[src/rtl/mbss_pkg.sv]
// shared constants and types of the masked byte signature scanner
`timescale 1ns / 1ps

package mbss_pkg;

	localparam int MAX_SIG     = 16;
	localparam int WIN_IDX_W   = $clog2(MAX_SIG);
	localparam int LEN_W       = $clog2(MAX_SIG + 1);
	localparam int OFFSET_BITS = 32;
	localparam int OFS_OUT_W   = 32;
	localparam int ADDR_W      = 64;
	localparam int CFG_DATA_W  = 64;
	localparam int CFG_IDX_W   = 3;

	// register indexes on the configuration channel
	localparam logic [CFG_IDX_W-1:0] REG_SIG_LOW  = CFG_IDX_W'(0);
	localparam logic [CFG_IDX_W-1:0] REG_SIG_HIGH = CFG_IDX_W'(1);
	localparam logic [CFG_IDX_W-1:0] REG_CARE     = CFG_IDX_W'(2);
	localparam logic [CFG_IDX_W-1:0] REG_LENGTH   = CFG_IDX_W'(3);
	localparam logic [CFG_IDX_W-1:0] REG_BASE     = CFG_IDX_W'(4);

	localparam logic [MAX_SIG-1:0] CARE_RESET   = '1;
	localparam logic [LEN_W-1:0]   LENGTH_RESET = LEN_W'(MAX_SIG);

	typedef logic [7:0] byte_t;

	typedef struct packed {
		logic [MAX_SIG-1:0][7:0] sig;
		logic [MAX_SIG-1:0]      care;
		logic [LEN_W-1:0]        len;   // already clamped to 1..MAX_SIG
		logic [ADDR_W-1:0]       base;
	} cfg_t;

	typedef struct packed {
		logic                 found;
		logic [OFS_OUT_W-1:0] match_offset;
		logic [ADDR_W-1:0]    match_address;
	} res_t;

endpackage

[src/rtl/mbss_ifs.sv]
// channel interfaces: byte input, result output, configuration writes
`timescale 1ns / 1ps

interface mbss_in_if;
	logic       valid;
	logic       ready;
	logic [7:0] data_byte;
	logic       region_end;

	modport source (output valid, output data_byte, output region_end, input ready);
	modport sink (input valid, input data_byte, input region_end, output ready);
endinterface

interface mbss_out_if;
	logic        valid;
	logic        ready;
	logic        found;
	logic [31:0] match_offset;
	logic [63:0] match_address;

	modport source (output valid, output found, output match_offset, output match_address,
		input ready);
	modport sink (input valid, input found, input match_offset, input match_address,
		output ready);
endinterface

interface mbss_cfg_if;
	logic                         valid;
	logic                         ready;
	logic [mbss_pkg::CFG_IDX_W-1:0]  index;
	logic [mbss_pkg::CFG_DATA_W-1:0] data;

	modport source (output valid, output index, output data, input ready);
	modport sink (input valid, input index, input data, output ready);
endinterface

[src/rtl/masked_byte_signature_scanner.sv]
// top level of the masked byte signature scanner
`timescale 1ns / 1ps

// Scans a byte stream for a signature of up to 16 bytes, each byte either
// compared or a wildcard (care_mask bit clear). One byte is taken per beat on
// scan_in; region_end marks the last byte of a region. The first window in a
// region whose cared-for bytes all match gives one found beat with the start
// offset and base_address plus that offset, and the rest of the region is
// then dropped silently. A region that ends without a match, including one
// shorter than the signature, gives a not-found beat with zero offset and
// address. The region byte count saturates at its top value. Throughput is
// one byte per clock while the result register has room; an accepted byte
// sits in the input register, then the window shift, the 16 parallel
// byte compares and the offset add feed the result register. Configuration
// writes are taken at any time on cfg but are meant for when the scanner is
// idle. No clearing pass follows reset.
module masked_byte_signature_scanner (
	input  logic       clk,
	input  logic       arst_n,
	mbss_cfg_if.sink   cfg,
	mbss_in_if.sink    scan_in,
	mbss_out_if.source result_out
);
	import mbss_pkg::*;

	cfg_t cfg_val;     // clamped register values
	res_t res;         // result of the current byte
	logic res_valid;   // that byte produces a result beat
	logic out_free;    // result register can take a new result

	mbss_cfg_regs u_cfg_regs (
		.clk     (clk),
		.arst_n  (arst_n),
		.cfg     (cfg),
		.cfg_val (cfg_val)
	);

	// window, count and compare; advances only when the result register has room
	mbss_scan u_scan (
		.clk       (clk),
		.arst_n    (arst_n),
		.scan_in   (scan_in),
		.cfg_val   (cfg_val),
		.out_free  (out_free),
		.res_valid (res_valid),
		.res       (res)
	);

	mbss_out_stage u_out_stage (
		.clk        (clk),
		.arst_n     (arst_n),
		.load       (res_valid),
		.res        (res),
		.out_free   (out_free),
		.result_out (result_out)
	);

endmodule

[src/rtl/mbss_cfg_regs.sv]
// configuration register file with signature length clamping
`timescale 1ns / 1ps

module mbss_cfg_regs (
	input  logic           clk,
	input  logic           arst_n,
	mbss_cfg_if.sink       cfg,
	output mbss_pkg::cfg_t cfg_val
);
	import mbss_pkg::*;

	logic [63:0]        sig_low_q;
	logic [63:0]        sig_high_q;
	logic [MAX_SIG-1:0] care_q;
	logic [LEN_W-1:0]   len_q;
	logic [ADDR_W-1:0]  base_q;
	logic               wr;

	assign cfg.ready = 1'b1;
	assign wr        = cfg.valid && cfg.ready;

	always_ff @(posedge clk or negedge arst_n) begin
		if (!arst_n) begin
			sig_low_q  <= '0;
			sig_high_q <= '0;
			care_q     <= CARE_RESET;
			len_q      <= LENGTH_RESET;
			base_q     <= '0;
		end else if (wr) begin
			case (cfg.index)
				REG_SIG_LOW:  sig_low_q  <= cfg.data[63:0];
				REG_SIG_HIGH: sig_high_q <= cfg.data[63:0];
				REG_CARE:     care_q     <= cfg.data[MAX_SIG-1:0];
				REG_LENGTH:   len_q      <= cfg.data[LEN_W-1:0];
				REG_BASE:     base_q     <= cfg.data[ADDR_W-1:0];
				default: ;
			endcase
		end
	end

	// zero acts as one, anything above the window size as the window size
	always_comb begin
		cfg_val.sig  = {sig_high_q, sig_low_q};
		cfg_val.care = care_q;
		cfg_val.base = base_q;
		if (len_q == '0)
			cfg_val.len = LEN_W'(1);
		else if (len_q > LEN_W'(MAX_SIG))
			cfg_val.len = LEN_W'(MAX_SIG);
		else
			cfg_val.len = len_q;
	end

endmodule

[src/rtl/mbss_scan.sv]
// input register, byte window, region counter and masked compare
`timescale 1ns / 1ps

module mbss_scan (
	input  logic           clk,
	input  logic           arst_n,
	mbss_in_if.sink        scan_in,
	input  mbss_pkg::cfg_t cfg_val,
	input  logic           out_free,
	output logic           res_valid,
	output mbss_pkg::res_t res
);
	import mbss_pkg::*;

	logic                   valid_s1;
	byte_t                  data_s1;
	logic                   last_s1;

	byte_t                  win_q [MAX_SIG];
	byte_t                  win_n [MAX_SIG];
	logic [OFFSET_BITS-1:0] count_q;
	logic [OFFSET_BITS-1:0] count_n;
	logic [OFFSET_BITS-1:0] len_ext;
	logic [OFFSET_BITS-1:0] off;
	logic                   rep_q;
	logic                   step;
	logic                   enough;
	logic                   hit;
	logic [MAX_SIG-1:0]     miss;

	assign step          = valid_s1 && out_free;
	assign scan_in.ready = !valid_s1 || out_free;

	always_ff @(posedge clk or negedge arst_n) begin
		if (!arst_n) begin
			valid_s1 <= 1'b0;
		end else if (scan_in.ready) begin
			valid_s1 <= scan_in.valid;
		end
	end

	always_ff @(posedge clk) begin
		if (scan_in.ready && scan_in.valid) begin
			data_s1 <= scan_in.data_byte;
			last_s1 <= scan_in.region_end;
		end
	end

	always_comb begin
		win_n[0] = data_s1;
		for (int i = 1; i < MAX_SIG; i++)
			win_n[i] = win_q[i-1];
	end

	assign count_n = (count_q == '1) ? count_q : count_q + OFFSET_BITS'(1);
	assign len_ext = OFFSET_BITS'(cfg_val.len);
	assign enough  = count_n >= len_ext;
	assign off     = count_n - len_ext;

	// signature byte k lines up with window entry len-1-k
	always_comb begin
		logic [LEN_W-1:0] pos;
		for (int k = 0; k < MAX_SIG; k++) begin
			pos     = cfg_val.len - LEN_W'(k) - LEN_W'(1);
			miss[k] = (LEN_W'(k) < cfg_val.len) && cfg_val.care[k]
				&& (cfg_val.sig[k] != win_n[pos[WIN_IDX_W-1:0]]);
		end
	end

	assign hit       = enough && (miss == '0);
	assign res_valid = step && !rep_q && (hit || last_s1);

	always_comb begin
		res.found         = hit;
		res.match_offset  = hit ? OFS_OUT_W'(off) : '0;
		res.match_address = hit ? cfg_val.base + ADDR_W'(off) : '0;
	end

	always_ff @(posedge clk or negedge arst_n) begin
		if (!arst_n) begin
			for (int i = 0; i < MAX_SIG; i++)
				win_q[i] <= '0;
			count_q <= '0;
			rep_q   <= 1'b0;
		end else if (step) begin
			if (last_s1) begin
				for (int i = 0; i < MAX_SIG; i++)
					win_q[i] <= '0;
				count_q <= '0;
				rep_q   <= 1'b0;
			end else if (!rep_q) begin
				for (int i = 0; i < MAX_SIG; i++)
					win_q[i] <= win_n[i];
				count_q <= count_n;
				rep_q   <= hit;
			end
		end
	end

	a_end_clears: assert property (@(posedge clk) disable iff (!arst_n)
		step && last_s1 |=> (count_q == '0) && !rep_q)
		else $error("region end did not clear the scan state");

	a_quiet_after_match: assert property (@(posedge clk) disable iff (!arst_n)
		rep_q |-> !res_valid)
		else $error("result produced after a match was already reported");

	a_match_latches: assert property (@(posedge clk) disable iff (!arst_n)
		step && !rep_q && hit && !last_s1 |=> rep_q)
		else $error("match inside a region not remembered");

	a_no_step_no_result: assert property (@(posedge clk) disable iff (!arst_n)
		res_valid |-> valid_s1 && out_free)
		else $error("result raised without a byte taken from the input register");

endmodule

[src/rtl/mbss_out_stage.sv]
// result register toward the output channel
`timescale 1ns / 1ps

module mbss_out_stage (
	input  logic           clk,
	input  logic           arst_n,
	input  logic           load,
	input  mbss_pkg::res_t res,
	output logic           out_free,
	mbss_out_if.source     result_out
);
	import mbss_pkg::*;

	logic valid_q;
	res_t res_q;

	assign out_free = !valid_q || result_out.ready;

	always_ff @(posedge clk or negedge arst_n) begin
		if (!arst_n) begin
			valid_q <= 1'b0;
		end else if (load) begin
			valid_q <= 1'b1;
		end else if (result_out.ready) begin
			valid_q <= 1'b0;
		end
	end

	always_ff @(posedge clk) begin
		if (load)
			res_q <= res;
	end

	assign result_out.valid         = valid_q;
	assign result_out.found         = res_q.found;
	assign result_out.match_offset  = res_q.match_offset;
	assign result_out.match_address = res_q.match_address;

endmodule
[src/flat_wrapper.sv]
// flat-port wrapper written by rule: the top's interface ports become plain ports
module masked_byte_signature_scanner_flat import mbss_pkg::*;
  (clk, arst_n, cfg_valid, cfg_index, cfg_data, cfg_ready, scan_in_valid, scan_in_data_byte, scan_in_region_end, scan_in_ready, result_out_valid, result_out_found, result_out_match_offset, result_out_match_address, result_out_ready);
  mbss_cfg_if cfg_i ();
  mbss_in_if scan_in_i ();
  mbss_out_if result_out_i ();
  input  logic clk;
  input  logic arst_n;
  input wire logic [$bits(cfg_i.valid)-1:0] cfg_valid;
  input wire logic [$bits(cfg_i.index)-1:0] cfg_index;
  input wire logic [$bits(cfg_i.data)-1:0] cfg_data;
  output wire logic [$bits(cfg_i.ready)-1:0] cfg_ready;
  input wire logic [$bits(scan_in_i.valid)-1:0] scan_in_valid;
  input wire logic [$bits(scan_in_i.data_byte)-1:0] scan_in_data_byte;
  input wire logic [$bits(scan_in_i.region_end)-1:0] scan_in_region_end;
  output wire logic [$bits(scan_in_i.ready)-1:0] scan_in_ready;
  output wire logic [$bits(result_out_i.valid)-1:0] result_out_valid;
  output wire logic [$bits(result_out_i.found)-1:0] result_out_found;
  output wire logic [$bits(result_out_i.match_offset)-1:0] result_out_match_offset;
  output wire logic [$bits(result_out_i.match_address)-1:0] result_out_match_address;
  input wire logic [$bits(result_out_i.ready)-1:0] result_out_ready;
  assign cfg_i.valid = cfg_valid;
  assign cfg_i.index = cfg_index;
  assign cfg_i.data = cfg_data;
  assign cfg_ready = cfg_i.ready;
  assign scan_in_i.valid = scan_in_valid;
  assign scan_in_i.data_byte = scan_in_data_byte;
  assign scan_in_i.region_end = scan_in_region_end;
  assign scan_in_ready = scan_in_i.ready;
  assign result_out_valid = result_out_i.valid;
  assign result_out_found = result_out_i.found;
  assign result_out_match_offset = result_out_i.match_offset;
  assign result_out_match_address = result_out_i.match_address;
  assign result_out_i.ready = result_out_ready;
  masked_byte_signature_scanner u_core (.clk(clk), .arst_n(arst_n), .cfg(cfg_i), .scan_in(scan_in_i), .result_out(result_out_i));
endmodule
[config.mk]
export PLATFORM = sky130hd
export DESIGN_NAME = masked_byte_signature_scanner_flat
export DESIGN_NICKNAME = d
export VERILOG_FILES = /design/src/rtl/mbss_pkg.sv /design/src/rtl/mbss_ifs.sv /design/src/rtl/masked_byte_signature_scanner.sv /design/src/rtl/mbss_cfg_regs.sv /design/src/rtl/mbss_scan.sv /design/src/rtl/mbss_out_stage.sv /design/src/flat_wrapper.sv
export SDC_FILE = /design/constraint.sdc
export NUM_CORES = 1
export LEC_CHECK = 0
export BUFFER_PORTS_ARGS = -buffer_cell sky130_fd_sc_hd__buf_2
export CAP_MARGIN = 25
export CORE_MARGIN = 2
export CORE_UTILIZATION = 44
export DETAILED_ROUTE_END_ITERATION = 7
export PLACE_DENSITY_LB_ADDON = 0.3
export REMOVE_ABC_BUFFERS = 1
export SLEW_MARGIN = 10
export SYNTH_ARGS = -nofsm -noshare
export SYNTH_HDL_FRONTEND = slang
export SYNTH_SLANG_ARGS = --single-unit
[constraint.sdc]
create_clock -name clk -period 17.95 [get_ports clk]
set_clock_uncertainty 0.1 [all_clocks]
set_input_delay 0 -clock clk [delete_from_list [all_inputs] [get_ports clk]]
set_output_delay 0 -clock clk [all_outputs]
set_load 0.01 [all_outputs]
==> results.sh <==
export IMPL_clock_sinks=474
export IMPL_wire_per_inst_um=26.2
export IMPL_stdcell_count=3794
export IMPL_setup_ws_ns=9.11
export IMPL_fp_dieW_um=264
export IMPL_drt_iter0_markers=2703
export IMPL_slowest_delay_ns=0.66
export IMPL_period_needed_ns=8.84
export IMPL_timing_final_crit_share_pct=49.2
export IMPL_setup_tns_ns=0
export IMPL_gr_total_overflow=0
export IMPL_timing_hold_ws_ns=0.0138
export IMPL_cts_resized=0
export IMPL_maxSlewHeadroom_pct=8.18
export IMPL_total_power_mw=4.59
export IMPL_place_ws_ns=9.19
export IMPL_fmax_mhz=113
export IMPL_cts_buffer_depth=3
export IMPL_final_area_um2=34400
export IMPL_final_core_util_pct=51.3
export IMPL_synth_top_area_share_pct=29.5
export IMPL_finalHoldViolations=0
export IMPL_rows=95
export IMPL_ys_top_cells_by_count="dfrtp_1 (351), mux2_2 (224), nor2_1 (163)"
export IMPL_cts_root_buf="clkbuf_16"
export IMPL_yosys_warnings=0
export IMPL_startpoint_type="flip-flop"
export IMPL_clkTransAtPathRegs_ns=0.06
export IMPL_critical_path_class="reg -> reg"
export IMPL_grt_max_degree=85
export IMPL_diodes=0
export IMPL_worstSkewPairLatency_ns=0.63
export IMPL_crit_slowest_cell="or4_1"
export IMPL_place_port_buffers=179
export IMPL_cts_tree="done"
export IMPL_synth_ff_type="dfrtp_1"
export IMPL_crit_required_ns=18.22
export IMPL_die_y_um=264
export IMPL_rsz0062_at_grt="false"
export IMPL_seq_area_frac_synth_pct=41.7
export IMPL_max_cap_violations=0
export IMPL_synthDistinctLibCells=81
export IMPL_synthCells=2683
export IMPL_run_status="complete, no violations"
export IMPL_peakVddDrop_mv=0.0804
export IMPL_die_area_um2=69700
export IMPL_firstDrtPassIters=7
export IMPL_ant_nets=0
export IMPL_grt_pass1_wl_um=151000
export IMPL_avgSynthCellArea_um2=11.1
export IMPL_routed_wl_um=99400
export IMPL_cts_buffers=54
export IMPL_hpwl_um=71700
export IMPL_yosys_cell_count_top_type="dfrtp_1"
export IMPL_placed_area_um2=31500
export IMPL_nets=3004
export IMPL_dp_cells=3597
export IMPL_initial_utilization_pct=44.4
export IMPL_core_area_um2=67000
export IMPL_route_detailed_drc=0
export IMPL_synth_edf_count=106
export IMPL_setup_violations=0
export IMPL_antenna_found_initial=0
export IMPL_drive_gt1_share_pct=24.7
export IMPL_gp_congestion=0.971
export IMPL_h_tree_depth=2
export IMPL_powerDensity_nw_per_um2=134
export IMPL_synthTopCellsByArea="dfrtp_1 (30%), edfxtp_1 (11%), mux4_2 (9.8%)"
export IMPL_cp_arrival_ns=9.11
export IMPL_post_drt_via_cell_ratio=6.47
export IMPL_tightest_slew_ns=1.38
export IMPL_leakage_nw=13.8
export IMPL_netlist_area_um2=29800
export IMPL_grt_usage_pct=28.1
export IMPL_num_vias=24500
export IMPL_min_path_type="in -> reg"
export IMPL_slew_violations=0
export IMPL_crit_fanout=14
export IMPL_grt_pass1_vias=24200
export IMPL_yosys_area_top_type="dfrtp_1"
export IMPL_area_growth_pct=15.5
export IMPL_cp_end_kind="flip-flop"
export IMPL_synth_async_reset_ratio_pct=77.6
export IMPL_ios=181
export IMPL_synth_seq_cells=474
state kept, by name, summed over array words and instances (netlist names):
signal and cells:
u_core.u_out_stage.result_out.match_offset 32, u_core.u_out_stage.result_out.found 1, u_core.u_cfg_regs.base_q 64, u_core.u_scan.rep_q 1, u_core.u_cfg_regs.len_q 5, u_core.u_scan.last_s1 1, u_core.u_scan.data_s1 8, u_core.u_scan.valid_s1 1
u_core.u_cfg_regs.sig_high_q 64, u_core.u_cfg_regs.sig_low_q 64, u_core.u_out_stage.result_out.match_address 64, u_core.u_cfg_regs.care_q 16, u_core.u_out_stage.result_out.valid 1, u_core.u_scan.win_n 120, u_core.u_scan.count_q 32
cell usage in the layout, fill, tap and decap left out, types with 28 or more instances in the layout:
master         Yosys  routed
dfrtp_1          351     350
mux2_2           224     224
buf_2             10     178
nor2_1           163     161
nand2_1          150     150
mux4_2           129     129
a22o_1           126     126
xnor2_1          118     117
a21oi_1          108     107
edfxtp_1         106     106
o21ai_0           93      93
dlygate4sd3_1      0      91
xor2_1            86      86
a22oi_1           71      71
inv_1             69      69
nor4_1            65      64
mux2i_1           63      63
clkbuf_16          0      57
nand3_1           53      53
buf_4              3      45
and3_1            44      44
ha_1              45      44
nor3_1            46      43
nand4_1           33      33
a21o_1            34      33
a2111oi_0         29      29
a221oi_1          29      28
final cells by class:
| class | instances | area (µm²) |
|---|---|---|
| clock buffer | 72 | 1570 |
| clock inverter | 29 | 329 |
| fill | 5943 | 32700 |
| inverter | 73 | 279 |
| multi-input combinational | 1953 | 16400 |
| sequential | 474 | 12400 |
| tap | 873 | 1090 |
| timing repair buffer | 320 | 2250 |
worst paths after layout:
check,start,depth (start not counted),slack [ns],end
hold / removal,scan_in_data_byte[2],2,0.01,u_core.u_scan.data_s1[2]
min in group asynchronous,arst_n,3,0.31,u_core.u_cfg_regs.len_q[3]
setup / recovery,u_core.u_scan.count_q[26],28,9.11,flip-flop
max in group asynchronous,arst_n,5,15.71,u_core.u_cfg_regs.sig_low_q[9]
hold reg to reg,u_core.u_cfg_regs.base_q[4],1,0.42,u_core.u_cfg_regs.base_q[4]
setup reg to reg,u_core.u_scan.count_q[26],28,9.11,flip-flop
power by group:
| part | switching (mW) | internal (mW) | total, mW | leakage (nW) |
|---|---|---|---|---|
| Clock | 0.474 | 0.702 | 1.18 | 0.927 |
| Sequential | 0.138 | 1.25 | 1.38 | 5.70 |
| Combinational | 1.21 | 0.818 | 2.03 | 7.15 |
repair_timing:
item                      CTS  global route
hold endpoints to repair  319             0
hold buffers               92             0
buffers inserted            0             0
critical path, delay by kind of cell, from the launching register on:
| family | cells | cell delay [ns] |
|---|---|---|
| compound gates | 6 | 1.60 |
| xor+xnor | 3 | 0.65 |
| fa+ha+maj | 3 | 0.97 |
| buf+inv | 4 | 0.66 |
| flops | 1 | 0.55 |
| simple gates | 12 | 4.05 |
kinds of logic after synthesis:
family | synth area share, %
buf+inv | 3.43
xor+xnor | 6.01
simple gates | 11.0
flops | 41.7
mux | 20.4
fa+ha+maj | 2.03
other cells | 0.0126
compound gates | 15.5
routing by layer:
metal | track usage (%) | routed length [µm] | part of all wire [%] | vias to the layer above
met2 | 44.3 | 45800 | 46 | 1229
li1 | - | - | - | 10700
met4 | 15.3 | 5830 | 5.9 | 0
met5 | 0 | 0 | 0 | -
met3 | 6.70 | 9230 | 9.3 | 259
met1 | 35.9 | 38600 | 39 | 12300
No activity file was read; power rests on OpenSTA's default activity.
